===== config.mk =====
export PLATFORM = sky130hd
export DESIGN_NAME = ncc_ram
export DESIGN_NICKNAME = d
export VERILOG_FILES = /design/src/rtl/ncc_ram.sv
export SDC_FILE = /design/constraint.sdc
export NUM_CORES = 2
export LEC_CHECK = 0
export BUFFER_PORTS_ARGS = -buffer_cell sky130_fd_sc_hd__buf_2
export CAP_MARGIN = 20
export CORE_MARGIN = 1
export CORE_UTILIZATION = 40
export DETAILED_ROUTE_END_ITERATION = 8
export HOLD_SLACK_MARGIN = 0.03
export PLACE_DENSITY = 0.65
export SLEW_MARGIN = 20
export SYNTH_ARGS = -nofsm -noshare
export SYNTH_HDL_FRONTEND = slang
export SYNTH_SLANG_ARGS = --single-unit

===== constraint.sdc =====
create_clock -name i_clk -period 4.98 [get_ports i_clk]
set_input_delay 0.747 -clock i_clk [delete_from_list [all_inputs] [get_ports i_clk]]
set_output_delay 0.747 -clock i_clk [all_outputs]
set_load 0.05 [all_outputs]

===== src/rtl/ncc_ram.sv =====
// ----------------------------------------------------------------------------
// ncc_ram: generic simple dual-port RAM
// One write port, one read port, read data registered.
// ----------------------------------------------------------------------------
module ncc_ram #(
    parameter int WIDTH = 8,
    parameter int DEPTH = 256
) (
    input  logic                                    i_clk,
    input  logic                                    i_we,
    input  logic [((DEPTH > 1) ? $clog2(DEPTH) : 1)-1:0] i_waddr,
    input  logic [WIDTH-1:0]                        i_wdata,
    input  logic [((DEPTH > 1) ? $clog2(DEPTH) : 1)-1:0] i_raddr,
    output logic [WIDTH-1:0]                        o_rdata
);
    logic [WIDTH-1:0] r_mem [DEPTH];
    logic [WIDTH-1:0] r_rdata;

    always_ff @(posedge i_clk) begin
        if (i_we) begin
            r_mem[i_waddr] <= i_wdata;
        end
        r_rdata <= r_mem[i_raddr];
    end

    assign o_rdata = r_rdata;
endmodule


## Word level (Yosys, flattened, before mapping)

Memories as Yosys holds them, arrays and structs flattened. A register that Yosys moved wholly into a read port is not among the register bits.
Cells that the tools add are included.

| storage, ports and cells | value |
|---|---|
| flip-flop bits (word level) | 0 |
| latch bits | 0 |
| RAM bits | 2048 |
| bits in read-only memories | 0 |
| input port bits | 26 |
| output and inout port bits | 8 |
| memories kept | 1 |

Memory list:

| name | depth | width | rd ports | clocked after Yosys merged registers in | write ports | line | text |
|---|---|---|---|---|---|---|---|
| r_mem | 256 | 8 | 1 | 1 | 1 | 16 | `logic [WIDTH-1:0] r_mem [DEPTH];` |

| cells by class | value |
|---|---|
| add/subtract/negate cells | 0 |
| $mul | 0 |
| divide/modulo/power cells | 0 |
| magnitude comparators | 0 |
| eq/ne operators | 0 |
| shift-type cells | 0 |
| muxes and demuxes | 2 |
| bitwise logic cells | 0 |
| reductions and logical operators | 0 |

Operators by type and width:

| operator | number |
|---|---|
| $mux W1 | 2 |

## Longest topological paths before layout

| depth | value |
|---|---|
| depth in word-level cells | 2 |
| mapped depth | 11 |

## Worst setup path after synthesis

Ideal clock, no wire load.

| path | value |
|---|---|
| path type | input to register |
| start point | input i_raddr[0] in the netlist's numbering |
| end point | register r_rdata[2], in the netlist o_rdata[2], read port of r_mem |
| setup time | 131 ps |
| arrival time | 2554 ps |
| data required time | 4849 ps |
| setup slack | 2295 ps |
| cell stages on the path | 9 |
| buffers on the path | 4 |
| cells stage by stage | buf_6 -> buf_12 -> buf_8 -> buf_2 -> mux4_2 -> a22oi_1 -> a21oi_1 -> nor4_1 -> nor4_2 |

RTL lines:

| what | line | text |
|---|---|---|
| from (decl) | 13 | `input logic [((DEPTH > 1) ? $clog2(DEPTH) : 1)-1:0] i_raddr,` |
| to (decl) | 17 | `logic [WIDTH-1:0] r_rdata;` |

==> results.ini <==
[run]
maxCapViolCount = 0

[place]
place_area_um2 = 83300
gp_congestion = 0.869
port_buffers = 33
pre_cts_ws_ns = 0.594
dpl.cell_count = 6335
dp_hpwl_mm = 121

[timing]
slew_headroom_pct = 16.3
worst_pin_slew_ns = 1.24
finClkSkew_ns = 0.0504
drv_slew = 0
setup-tns-final_ns = 0
max_freq_mhz = 290
worst_slack_ns = 1.53
post-route-period-util_pct = 69.2
rsz0062_at_grt = no
fin_crit_ns = 3.45
setup_viol = 0
hold_viol = 0

[critical_path]
crit_fanout = 38
critPathTopFamily = buffers and inverters
arrival_ns = 4.12
startpoint = i_raddr[0]
start_kind = input pin
cp-end-kind = register
required_ns = 5.66
r2r_start = r_mem[100][4]
critPathMostFrequentCell = buf_12
slowest_stage = nor4_1
cp_cell_sequence = buf_8 -> buf_12 -> buf_12 -> buf_12 -> buf_4 -> mux4_2 -> o211ai_1 -> a21oi_1 -> nor4_1 -> buf_4 -> nor4_1
crit_type = in -> reg
slowest_delay_ns = 0.75
path_buf_inv = 6

[logic_synthesis]
synth_top_area_share_pct = 77.3
ys_seq_elements = 2056
syn_nets = 3759
synth_top_area_cell = edfxtp_1
netlist_area_um2 = 79600
async_flop_share_pct = 0
yosys_warnings = 0
yosysMostFrequentCell = edfxtp_1
synth_edf_count = 2048
synth-main-ff-cell = edfxtp_1
synth_cells = 3733
synth_common_cells = 2048 x edfxtp_1, 454 x mux4_2, 282 x nor2_1
seq_area_frac_synth_pct = 77.5
yosys.cell_types.count = 55
synthTopCellsByArea = edfxtp_1 77%, mux4_2 13%, mux2i_1 1.7%
syn-mean-instance-area_um2 = 21.3

[outcome]
status = finished clean

[floorplan]
dieArea_um2 = 201000
coreArea_um2 = 197000
die_y_um = 448
die_w_um = 448
rows = 163
start_util_pct = 40.3
io_pins = 34

[power]
peakVddDrop_uv = 388
p_leak_nw = 27.6
power_density_nw_per_um2 = 401

[layout]
syn2layout_area_growth_pct = 13.0
num-nets-final = 3926
drive_gt1_share_pct = 23.5
design_area_um2 = 89900
fin_cells = 6721
utilization_pct = 45.6

[global_route]
grt_use_total_pct = 19.7
grt_overflow_total = 0
grt_pass1_vias = 38900
grt_pass1_wl_mm = 284
antenna_found_initial = 13
grt_max_degree = 175

[cts]
ctsResizeCount = 0
clk_latency_ns = 0.85
cts_htree_levels = 4
clockBufferDepth = 3
numCtsBuffers = 201
cts_tree = built
cts_setup_buffers = 0
cts.clk_slew.worst_paths_ns = 0.06
ctsHoldBuffers = 0
numClockSinks = 2056
cts_root_buf = clkbuf_16

[drt]
ant_nets = 0
wl_mm = 197
avgRoutedWirePerCell_um = 29.4
drt_pass1_iterations = 6
drt-vias-per-instance = 5.79
drt_iter0_drc = 5401
drt_drc_violations_left = 0
num_vias = 38900

[min_path]
hp-start = i_wdata[1]
min-delay-path-class = in -> reg

where the power goes:
| part | switching [mW] | internal, mW | total (mW) |
|---|---|---|---|
| Sequential | 0.0414 | 19.1 | 19.1 |
| Clock | 6.48 | 8.72 | 15.2 |
| Combinational | 1.16 | 0.601 | 1.76 |
| Total | 7.69 | 28.4 | 36.1 |
worst register-to-register path: stages, from the launching register on:
cell and delay, ns:
edfxtp_1 0.38, mux4_2 0.45, nor2b_1 0.14, a211oi_1 0.42, nor3_1 0.17, nor4_1 0.84, buf_4 0.24, nor4_1 0.05
flip-flops by register name, indices dropped and copies added (netlist names):
signal and cells:
o_rdata 8, r_mem 2048
layout by cell type (no fill, tap or decap), drive strengths merged, types with 10 or more instances in the layout:
| master | instances |
|---|---|
| a211oi | 16 |
| a21oi | 96 |
| a221oi | 14 |
| a22oi | 133 |
| buf | 195 |
| bufinv | 18 |
| clkbuf | 273 |
| clkinv | 75 |
| edfxtp | 2048 |
| mux2i | 134 |
| mux4 | 456 |
| nand2 | 33 |
| nand3 | 34 |
| nand4 | 10 |
| nor2 | 282 |
| nor2b | 31 |
| nor3 | 22 |
| nor4 | 27 |
| o211ai | 10 |
| o21ai | 12 |
| o221ai | 47 |
| o22ai | 28 |
routing by layer:
layer  vias to the layer above  track usage (%)  part of all wire, %  routed length, µm
met5                         -                0               0.0046                  9
met1                     20700             27.2                   40              79400
met3                       343             3.90                  8.2              16200
li1                      16000                -                    -                  -
met4                         2             7.24                  3.5               6990
met2                      1886             31.2                   48              94800
cells by family (layout without fill, tap and decap cells):
logic type      count (synthesis)  count (layout)  synth area share [%]
simple gates                  466             466                  2.63
flops                        2056            2056                  77.5
mux                           591             591                  14.6
compound gates                385             385                  3.42
other cells                     0               8                     0
buf+inv                       235             575                  1.83
final cells by class:
type	instances	area, µm²
diodes	8	20.0
clock buffers	271	5520
clock inverters	105	1090
fillers	16400	107000
inverters	2	7.51
multi-input cells	1442	16500
flip-flops and latches	2056	61700
well taps	2640	3300
repair buffers	197	1820
worst paths after layout:
kind             endpoint  slack, ns  depth (start not counted)
max            o_rdata[4]       1.53                         11
min          r_mem[85][1]       0.36                          1
max reg2reg    o_rdata[4]       2.11                          7
min reg2reg    o_rdata[3]       0.99                          6
per-stage QoR:
stage | hold slack (ns) | power [mW]
4_1_cts | 0.381 | 36.3
5_1_grt | 0.377 | 37.0
6_report | 0.362 | 36.1
3_3_place_gp | 0.950 | 21.2
2_1_floorplan | 0.770 | 20.4
3_5_place_dp | 0.988 | 21.3
No activity file was read; power rests on OpenSTA's default activity.
