<file path="config.mk">
export PLATFORM = sky130hd
export DESIGN_NAME = ncc_math
export DESIGN_NICKNAME = d
export VERILOG_FILES = /design/src/rtl/ncc_pkg.sv /design/src/rtl/ncc_math.sv
export SDC_FILE = /design/constraint.sdc
export NUM_CORES = 2
export LEC_CHECK = 0
export BUFFER_PORTS_ARGS = -buffer_cell sky130_fd_sc_hd__clkbuf_2
export CORE_UTILIZATION = 39
export DETAILED_ROUTE_END_ITERATION = 10
export PLACE_DENSITY = 0.54
export SETUP_SLACK_MARGIN = 0.2
export SYNTH_ARGS = -nofsm -noshare
export SYNTH_HDL_FRONTEND = slang
export SYNTH_SLANG_ARGS = --single-unit
</file>
<file path="constraint.sdc">
create_clock -name i_clk -period 12.15 [get_ports i_clk]
set_clock_uncertainty 0.1 [all_clocks]
set_input_delay 1.8225 -clock i_clk [delete_from_list [all_inputs] [get_ports i_clk]]
set_output_delay 1.8225 -clock i_clk [all_outputs]
set_load 0.02 [all_outputs]
</file>
<file path="src/rtl/ncc_pkg.sv">
// ----------------------------------------------------------------------------
// ncc_pkg: shared constants for the NCC template matcher
// Field widths, configuration register indexes, reset sizes, the similarity one value and input command codes.
// ----------------------------------------------------------------------------
package ncc_pkg;

    localparam int CFG_IDX_W  = 2;
    localparam int CFG_DATA_W = 11;

    localparam logic [CFG_IDX_W-1:0] CFG_IMAGE_WIDTH     = 2'd0;
    localparam logic [CFG_IDX_W-1:0] CFG_IMAGE_HEIGHT    = 2'd1;
    localparam logic [CFG_IDX_W-1:0] CFG_TEMPLATE_WIDTH  = 2'd2;
    localparam logic [CFG_IDX_W-1:0] CFG_TEMPLATE_HEIGHT = 2'd3;

    localparam int IMG_DIM_W = 11;
    localparam int TPL_DIM_W = 5;

    localparam logic [IMG_DIM_W-1:0] RST_IMAGE_WIDTH     = 11'd640;
    localparam logic [IMG_DIM_W-1:0] RST_IMAGE_HEIGHT    = 11'd480;
    localparam logic [TPL_DIM_W-1:0] RST_TEMPLATE_WIDTH  = 5'd16;
    localparam logic [TPL_DIM_W-1:0] RST_TEMPLATE_HEIGHT = 5'd16;

    localparam int PIXEL_W    = 8;
    localparam int SIM_W      = 17;
    localparam int WIN_W      = 10;
    localparam int OUT_DATA_W = 40;

    localparam logic [SIM_W-1:0] SIM_ONE = 17'h10000;

    localparam logic CMD_TEMPLATE = 1'b0;
    localparam logic CMD_IMAGE    = 1'b1;

endpackage

</file>
<file path="src/rtl/ncc_math.sv">
// ----------------------------------------------------------------------------
// ncc_math: normalization unit
// Energy product, bit-pair square root and restoring divide, one step a cycle.
// ----------------------------------------------------------------------------
module ncc_math #(
    parameter int AW = 24
) (
    input  logic                    i_clk,
    input  logic                    i_rst_n,
    input  logic                    i_start,
    input  logic [AW-1:0]           i_s,
    input  logic [AW-1:0]           i_ei,
    input  logic [AW-1:0]           i_et,
    output logic                    o_done,
    output logic [ncc_pkg::SIM_W-1:0] o_sim,
    output logic                    o_zero
);
    import ncc_pkg::*;

    localparam int PW   = 2 * AW;
    localparam int DW   = AW + 16;
    localparam int CNTW = $clog2(DW + 1);

    typedef enum logic [2:0] {M_IDLE, M_MUL, M_SQRT, M_DIV, M_DONE} t_mstate;

    t_mstate           r_state;
    logic [CNTW-1:0]   r_cnt;
    logic [AW-1:0]     r_s, r_a, r_b, r_root, r_drem;
    logic [PW-1:0]     r_val;
    logic [AW+1:0]     r_srem;
    logic [DW-1:0]     r_dvd;
    logic [SIM_W-1:0]  r_sim;
    logic              r_zero;

    logic [AW+3:0]     w_st, w_ss, w_sd;
    logic              w_sge;
    logic [AW:0]       w_dt, w_dd;
    logic              w_dge;
    logic [DW-1:0]     w_q;

    always_comb begin
        w_st  = {r_srem, r_val[PW-1 -: 2]};
        w_ss  = {2'b00, r_root, 2'b01};
        w_sge = (w_st >= w_ss);
        w_sd  = w_st - w_ss;
        w_dt  = {r_drem, r_dvd[DW-1]};
        w_dge = (w_dt >= {1'b0, r_root});
        w_dd  = w_dt - {1'b0, r_root};
        w_q   = {r_dvd[DW-2:0], w_dge};
    end

    always_ff @(posedge i_clk) begin
        if (!i_rst_n) begin
            r_state <= M_IDLE;
        end else begin
            case (r_state)
                M_IDLE: begin
                    if (i_start) begin
                        r_s     <= i_s;
                        r_a     <= i_ei;
                        r_b     <= i_et;
                        r_state <= M_MUL;
                    end
                end
                M_MUL: begin
                    r_val   <= r_a * r_b;
                    r_srem  <= '0;
                    r_root  <= '0;
                    r_cnt   <= CNTW'(AW - 1);
                    r_state <= M_SQRT;
                end
                M_SQRT: begin
                    // one result bit per step, two radicand bits consumed
                    r_val  <= {r_val[PW-3:0], 2'b00};
                    r_srem <= w_sge ? w_sd[AW+1:0] : w_st[AW+1:0];
                    r_root <= {r_root[AW-2:0], w_sge};
                    if (r_cnt == '0) begin
                        r_state <= M_DIV;
                        r_dvd   <= {r_s, 16'h0000};
                        r_drem  <= '0;
                        r_cnt   <= CNTW'(DW - 1);
                    end else begin
                        r_cnt <= r_cnt - 1'b1;
                    end
                end
                M_DIV: begin
                    if (r_root == '0) begin
                        r_zero  <= 1'b1;
                        r_sim   <= '0;
                        r_state <= M_DONE;
                    end else begin
                        r_drem <= w_dge ? w_dd[AW-1:0] : w_dt[AW-1:0];
                        r_dvd  <= w_q;
                        if (r_cnt == '0) begin
                            r_zero  <= 1'b0;
                            r_sim   <= (w_q > DW'(SIM_ONE)) ? SIM_ONE : w_q[SIM_W-1:0];
                            r_state <= M_DONE;
                        end else begin
                            r_cnt <= r_cnt - 1'b1;
                        end
                    end
                end
                M_DONE: begin
                    r_state <= M_IDLE;
                end
                default: begin
                    r_state <= M_IDLE;
                end
            endcase
        end
    end

    assign o_done = (r_state == M_DONE);
    assign o_sim  = r_sim;
    assign o_zero = r_zero;
endmodule

</file>
* After elaboration in Yosys (flattened, before gate mapping)
Index checks and enable logic that the tools add are counted.
** Storage, ports and cells
- Bits in registers :: 261
- Input bits :: 75
- Output and inout bits :: 19
- Logic and storage cells :: 64
** Operators by class
- Add/sub/neg operators :: 3
- Multipliers :: 1
- Magnitude comparators :: 3
- Equal/unequal tests :: 9
- Muxes and demuxes :: 23
- Reductions and logical operators :: 13
** Operators by type and width (number)
- 24-bit one-hot mux with 2 select lines :: 2
- 48-bit one-hot mux with 2 select lines :: 1
- 40-bit 2-to-1 mux :: 2
- 40-bit one-hot mux with 2 select lines :: 1
- 24-bit 2-to-1 mux :: 3
- 26-bit one-hot mux with 2 select lines :: 1
- 24-bit by 24-bit multiplier with 48-bit output :: 1
- 40-bit by 17-bit greater-than comparator with 1-bit output, second input constant :: 1
- 17-bit 2-to-1 mux :: 2
- 28-bit by 26-bit >= comparator with 1-bit output :: 1
- 26-bit 2-to-1 mux :: 1
- 26-bit subtractor :: 1
- 25-bit by 24-bit >= comparator with 1-bit output :: 1
- 24-bit zero test :: 1
- 24-bit subtractor :: 1
- 6-bit 2-to-1 mux :: 3
- 6-bit one-hot mux with 3 select lines :: 1
- 3-bit 2-to-1 mux :: 4
- 3-bit one-hot mux with 4 select lines :: 1
- 3-bit AND reduction :: 3
- 2-bit inequality test, second input constant :: 4
- 4-bit AND reduction :: 2
- 3-bit by 2-bit == test with 1-bit output, second input constant :: 2
- 6-bit zero test :: 1
- 9 further kinds :: 11

* Logic depth before layout (Yosys ltp)
- Depth in word-level cells :: 4
- Mapped depth :: 28
- Depth with buffers taken out :: 26

* Worst setup path after synthesis
Ideal clock, no wire load.
- Path type :: reg-to-reg
- From :: register r_b[5]
- To :: register r_val[47] (data pin)
- Library setup time :: 0.262 ns
- Arrival time :: 6.865 ns
- Data required time :: 11.788 ns
- Setup slack :: 4.923 ns
- Cell stages (with the launch flop) :: 29
- Buffers on the path :: 2
- Period minus slack after synthesis :: 7.227 ns
- Path through :: edfxtp_1 clkbuf_1 nand2_1 fa_1 inv_1 fa_1 inv_1 fa_1 inv_1 fa_1 inv_1 fa_1 inv_1 fa_1 inv_1 fa_1 inv_1 ha_1 clkbuf_1 a21oi_1 o21ai_1 a21oi_1 o21ai_1 nor2_1 o21ai_2 a41o_2 a221o_2 nand4_1 mux2_1
** Between the ends
- Longest elaborated chain between the ends :: 2
** RTL lines
- start, declared :: RTL line ncc_math.sv:28 : logic [AW-1:0] r_s, r_a, r_b, r_root, r_drem;
- start signal, assigned :: RTL line ncc_math.sv:61 : r_b <= i_et;
- 24-bit by 24-bit multiplier with 48-bit output :: RTL line ncc_math.sv:66 : r_val <= r_a * r_b;
- 48-bit one-hot mux with 2 select lines :: RTL line ncc_math.sv:56 : case (r_state)
- end signal, assigned :: RTL line ncc_math.sv:66
- end signal, assigned :: RTL line ncc_math.sv:74 : r_val <= {r_val[PW-3:0], 2'b00};
- end, declared :: RTL line ncc_math.sv:29 : logic [PW-1:0] r_val;
No other way between the ends.
A chain may end at the register's enable or synchronous reset.

* Worst setup path in the final report
- From :: register r_a[12]
- To :: register r_val[47] (data pin)
** Between the ends
- Longest elaborated chain between the ends :: 2
** RTL lines
- start, declared :: RTL line ncc_math.sv:28
- start signal, assigned :: RTL line ncc_math.sv:60 : r_a <= i_ei;
- 24-bit by 24-bit multiplier with 48-bit output :: RTL line ncc_math.sv:66
- 48-bit one-hot mux with 2 select lines :: RTL line ncc_math.sv:56
No other way between the ends.

==> summary.txt <==
Finish
  • P&R area growth vs syn: 8.52%
  • Most frequent cells in the layout: inv_1, fa_1, nand2_1
  • Design area: 34,300 µm²
  • Commonest non-fill, non-tap cell in the layout: inv_1
  • Net count, final: 4,065
  • # diodes: 0
  • Share of cells above drive strength 1: 6.38%

GRT
  • GRT Total Usage: 19.7%
  • Gr ovfl total: 0
  • Largest net degree at the start of global routing: 76
  • Vias in the first global route: 22,200
  • Global-route wire length before repair: 126,000 µm
  • Initial antenna violation count: 3

Floorplanning
  • DIE HEIGHT: 287 µm
  • CORE AREA: 80,400 µm²
  • Row count: 104
  • Full die area: 82,200 µm²
  • Die W: 287 µm
  • Starting Density: 39.3%
  • I/O pins: 94

Clock network
  • CTS Root Cell: clkbuf_16
  • Clock latency on the worst-skew pair: 0.57 ns
  • H-tree depth: 2
  • CTS tree: yes
  • Clk sinks: 261
  • Hold Buf Count CTS: 0
  • Clk buf depth: 3
  • Setup bufs post-CTS: 0
  • CTS clk-pin slew, worst paths: 0.08 ns
  • Total CTS buffers: 36
  • Post-CTS Resized: 0

Worst setup path
  • Worst endpoint data arrival time: 8.43 ns
  • CP Launch Type: flop
  • Worst r2r path cells: 26
  • Crit-path max cell delay: 1.14 ns
  • Worst path required time: 12.35 ns
  • Largest fanout on the critical path: 24
  • Buf/Inv on CP: 7
  • Crit path depth: 26
  • Slowest CP cell: edfxtp_1
  • CP Class: reg2reg
  • Crit. End Element: flop
  • Critical path's top delay family: adder cells

Yosys
  • Mean Syn Cell Area: 9.70 µm²
  • Syn nets: 4,042
  • Unique cell type count in the Yosys netlist: 70
  • Ys flop type: edfxtp_1
  • Mapped cell area: 31,600 µm²
  • Synth async-reset ratio: 0%
  • Yosys reg bits: 261
  • EDFF count, synth: 258
  • Mapped Cells: 3,258
  • Seq/Total Area, Yosys: 24.7%
  • Yosys warnings: 0

Job
  • Maxcap violations: 0

STA
  • Max Clk Rate: 121 MHz
  • RSZ-0062 raised after global routing: no
  • Setup TNS: 0 ns
  • Final hold violation count: 0
  • Final Critical Period: 8.23 ns
  • Period utilization: 67.8%
  • Final setup fails: 0
  • Measured slew at the worst slew-check pin: 1.26 ns
  • Fin. max-slew vios: 0
  • Slew HR: 16.1%

Detailed routing
  • 1st-iter DRT viols: 1,393
  • Vias/cell: 4.98
  • DRT antenna net count: 0
  • Vias: 21,700
  • Final WL: 78,700 µm
  • Residual DRC: 0
  • Routed met3 length: 4290 µm
  • DR WL met2: 35,300 µm
  • Pre-antenna DRT Iters: 5
  • Uppermost layer routed: met5
  • Met1 WL: 37,400 µm
  • WL/cell: 18.0 µm

Place
  • Routability congestion estimate from global placement: 0.831
  • Placed Instance Area: 33,100 µm²
  • DP HPWL: 58,600 µm
  • I/O Buffers: 93

Worst hold path
  • Worst Hold Depth: 2
  • HP Class: reg2reg

Run status
  • Status: complete, no violations
[synthesized netlist by cell type, types with 12 or more instances]
cell	n	area (µm²)
inv_1	605	2270
fa_1	483	9670
nand2_1	463	1740
and2_1	308	1930
edfxtp_1	258	7750
ha_1	226	2830
nor2_1	155	582
clkbuf_1	132	495
a21oi_1	119	596
o21ai_0	60	300
xnor2_1	52	455
a21o_1	44	330
mux2i_1	35	350
and3_1	33	206
xor2_1	31	272
nand3_1	26	130
a211oi_1	20	150
nor3_1	18	90.1
nor4_1	18	113
nor2b_1	14	87.6
o21bai_1	14	105
nand4_1	12	75.1
[per-stage QoR]
step                setup WS, ns  utilization (%)  hold slack (ns)  std cells
CTS                         3.97             42.7            0.415       4368
finish                      3.92             42.7            0.414       4368
detailed placement          4.04             41.2            0.398       4303
global placement            4.22             41.2            0.397       4303
floorplan                   4.92                -            0.384       3258
global route                3.54             42.7            0.439       4368
[cells by family (layout without fill, tap and decap cells)]
kind of cell | count (synthesis) | after routing | synth area share (%)
simple gates | 1083 | 1083 | 16.5
mux | 37 | 37 | 1.18
xor+xnor | 83 | 83 | 2.30
fa+ha+maj | 709 | 709 | 39.5
compound gates | 334 | 334 | 6.80
buf+inv | 751 | 801 | 9.02
flops | 261 | 261 | 24.7
[worst register-to-register path, cell delays in order (launching register included)]
cell      delay [ns]
edfxtp_1        1.14
nand2_1         0.24
fa_1            0.58
inv_1           0.06
fa_1            0.53
inv_1           0.05
fa_1            0.47
inv_1           0.05
fa_1            0.49
inv_1           0.05
fa_1            0.47
inv_1           0.05
fa_1            0.53
inv_1           0.05
fa_1            0.53
inv_1           0.04
ha_1            0.38
a21oi_1         0.21
o21ai_1         0.12
a21oi_1         0.18
o21ai_1         0.10
nor2_1          0.22
o21ai_2         0.17
a41o_2          0.35
a221o_2         0.39
nand4_1         0.11
mux2_1          0.33
[layer usage]
layer / up-vias / global-route usage, %
met4: 2 / 4.29
li1: 10300 / -
met2: 510 / 31.0
met3: 89 / 2.82
met1: 10900 / 28.8
met5: - / 0
[path summary, 6_finish.rpt]
| check | slack [ns] | start | endpoint |
|---|---|---|---|
| worst max-delay path | 3.92 | r_a[12] | r_val[47] |
| worst max register to register | 3.92 | r_a[12] | r_val[47] |
| worst min register to register | 0.41 | r_s[7] | r_dvd[23] |
| worst min-delay path | 0.41 | r_s[7] | r_dvd[23] |
[layout make-up]
cell class	instances	area (µm²)
clock buffers	39	912
inverters	605	2270
repair buffers	131	751
multi-input cells	2246	21000
fillers	7941	46100
flip-flops and latches	261	7810
clock inverters	26	236
well taps	1060	1330
[registers in the layout, summed over array words and instances, names as in the netlist]
name and flops:
r_a 24, o_zero 1, r_cnt 6, r_drem 24
r_state 3, r_root 24, r_s 24, r_val 48
r_srem 26, r_b 24, r_dvd 40, o_sim 17
Power is left out: the tool's default activity adds up to more than one toggle a clock period on the data nets, which glitch-free logic cannot reach.
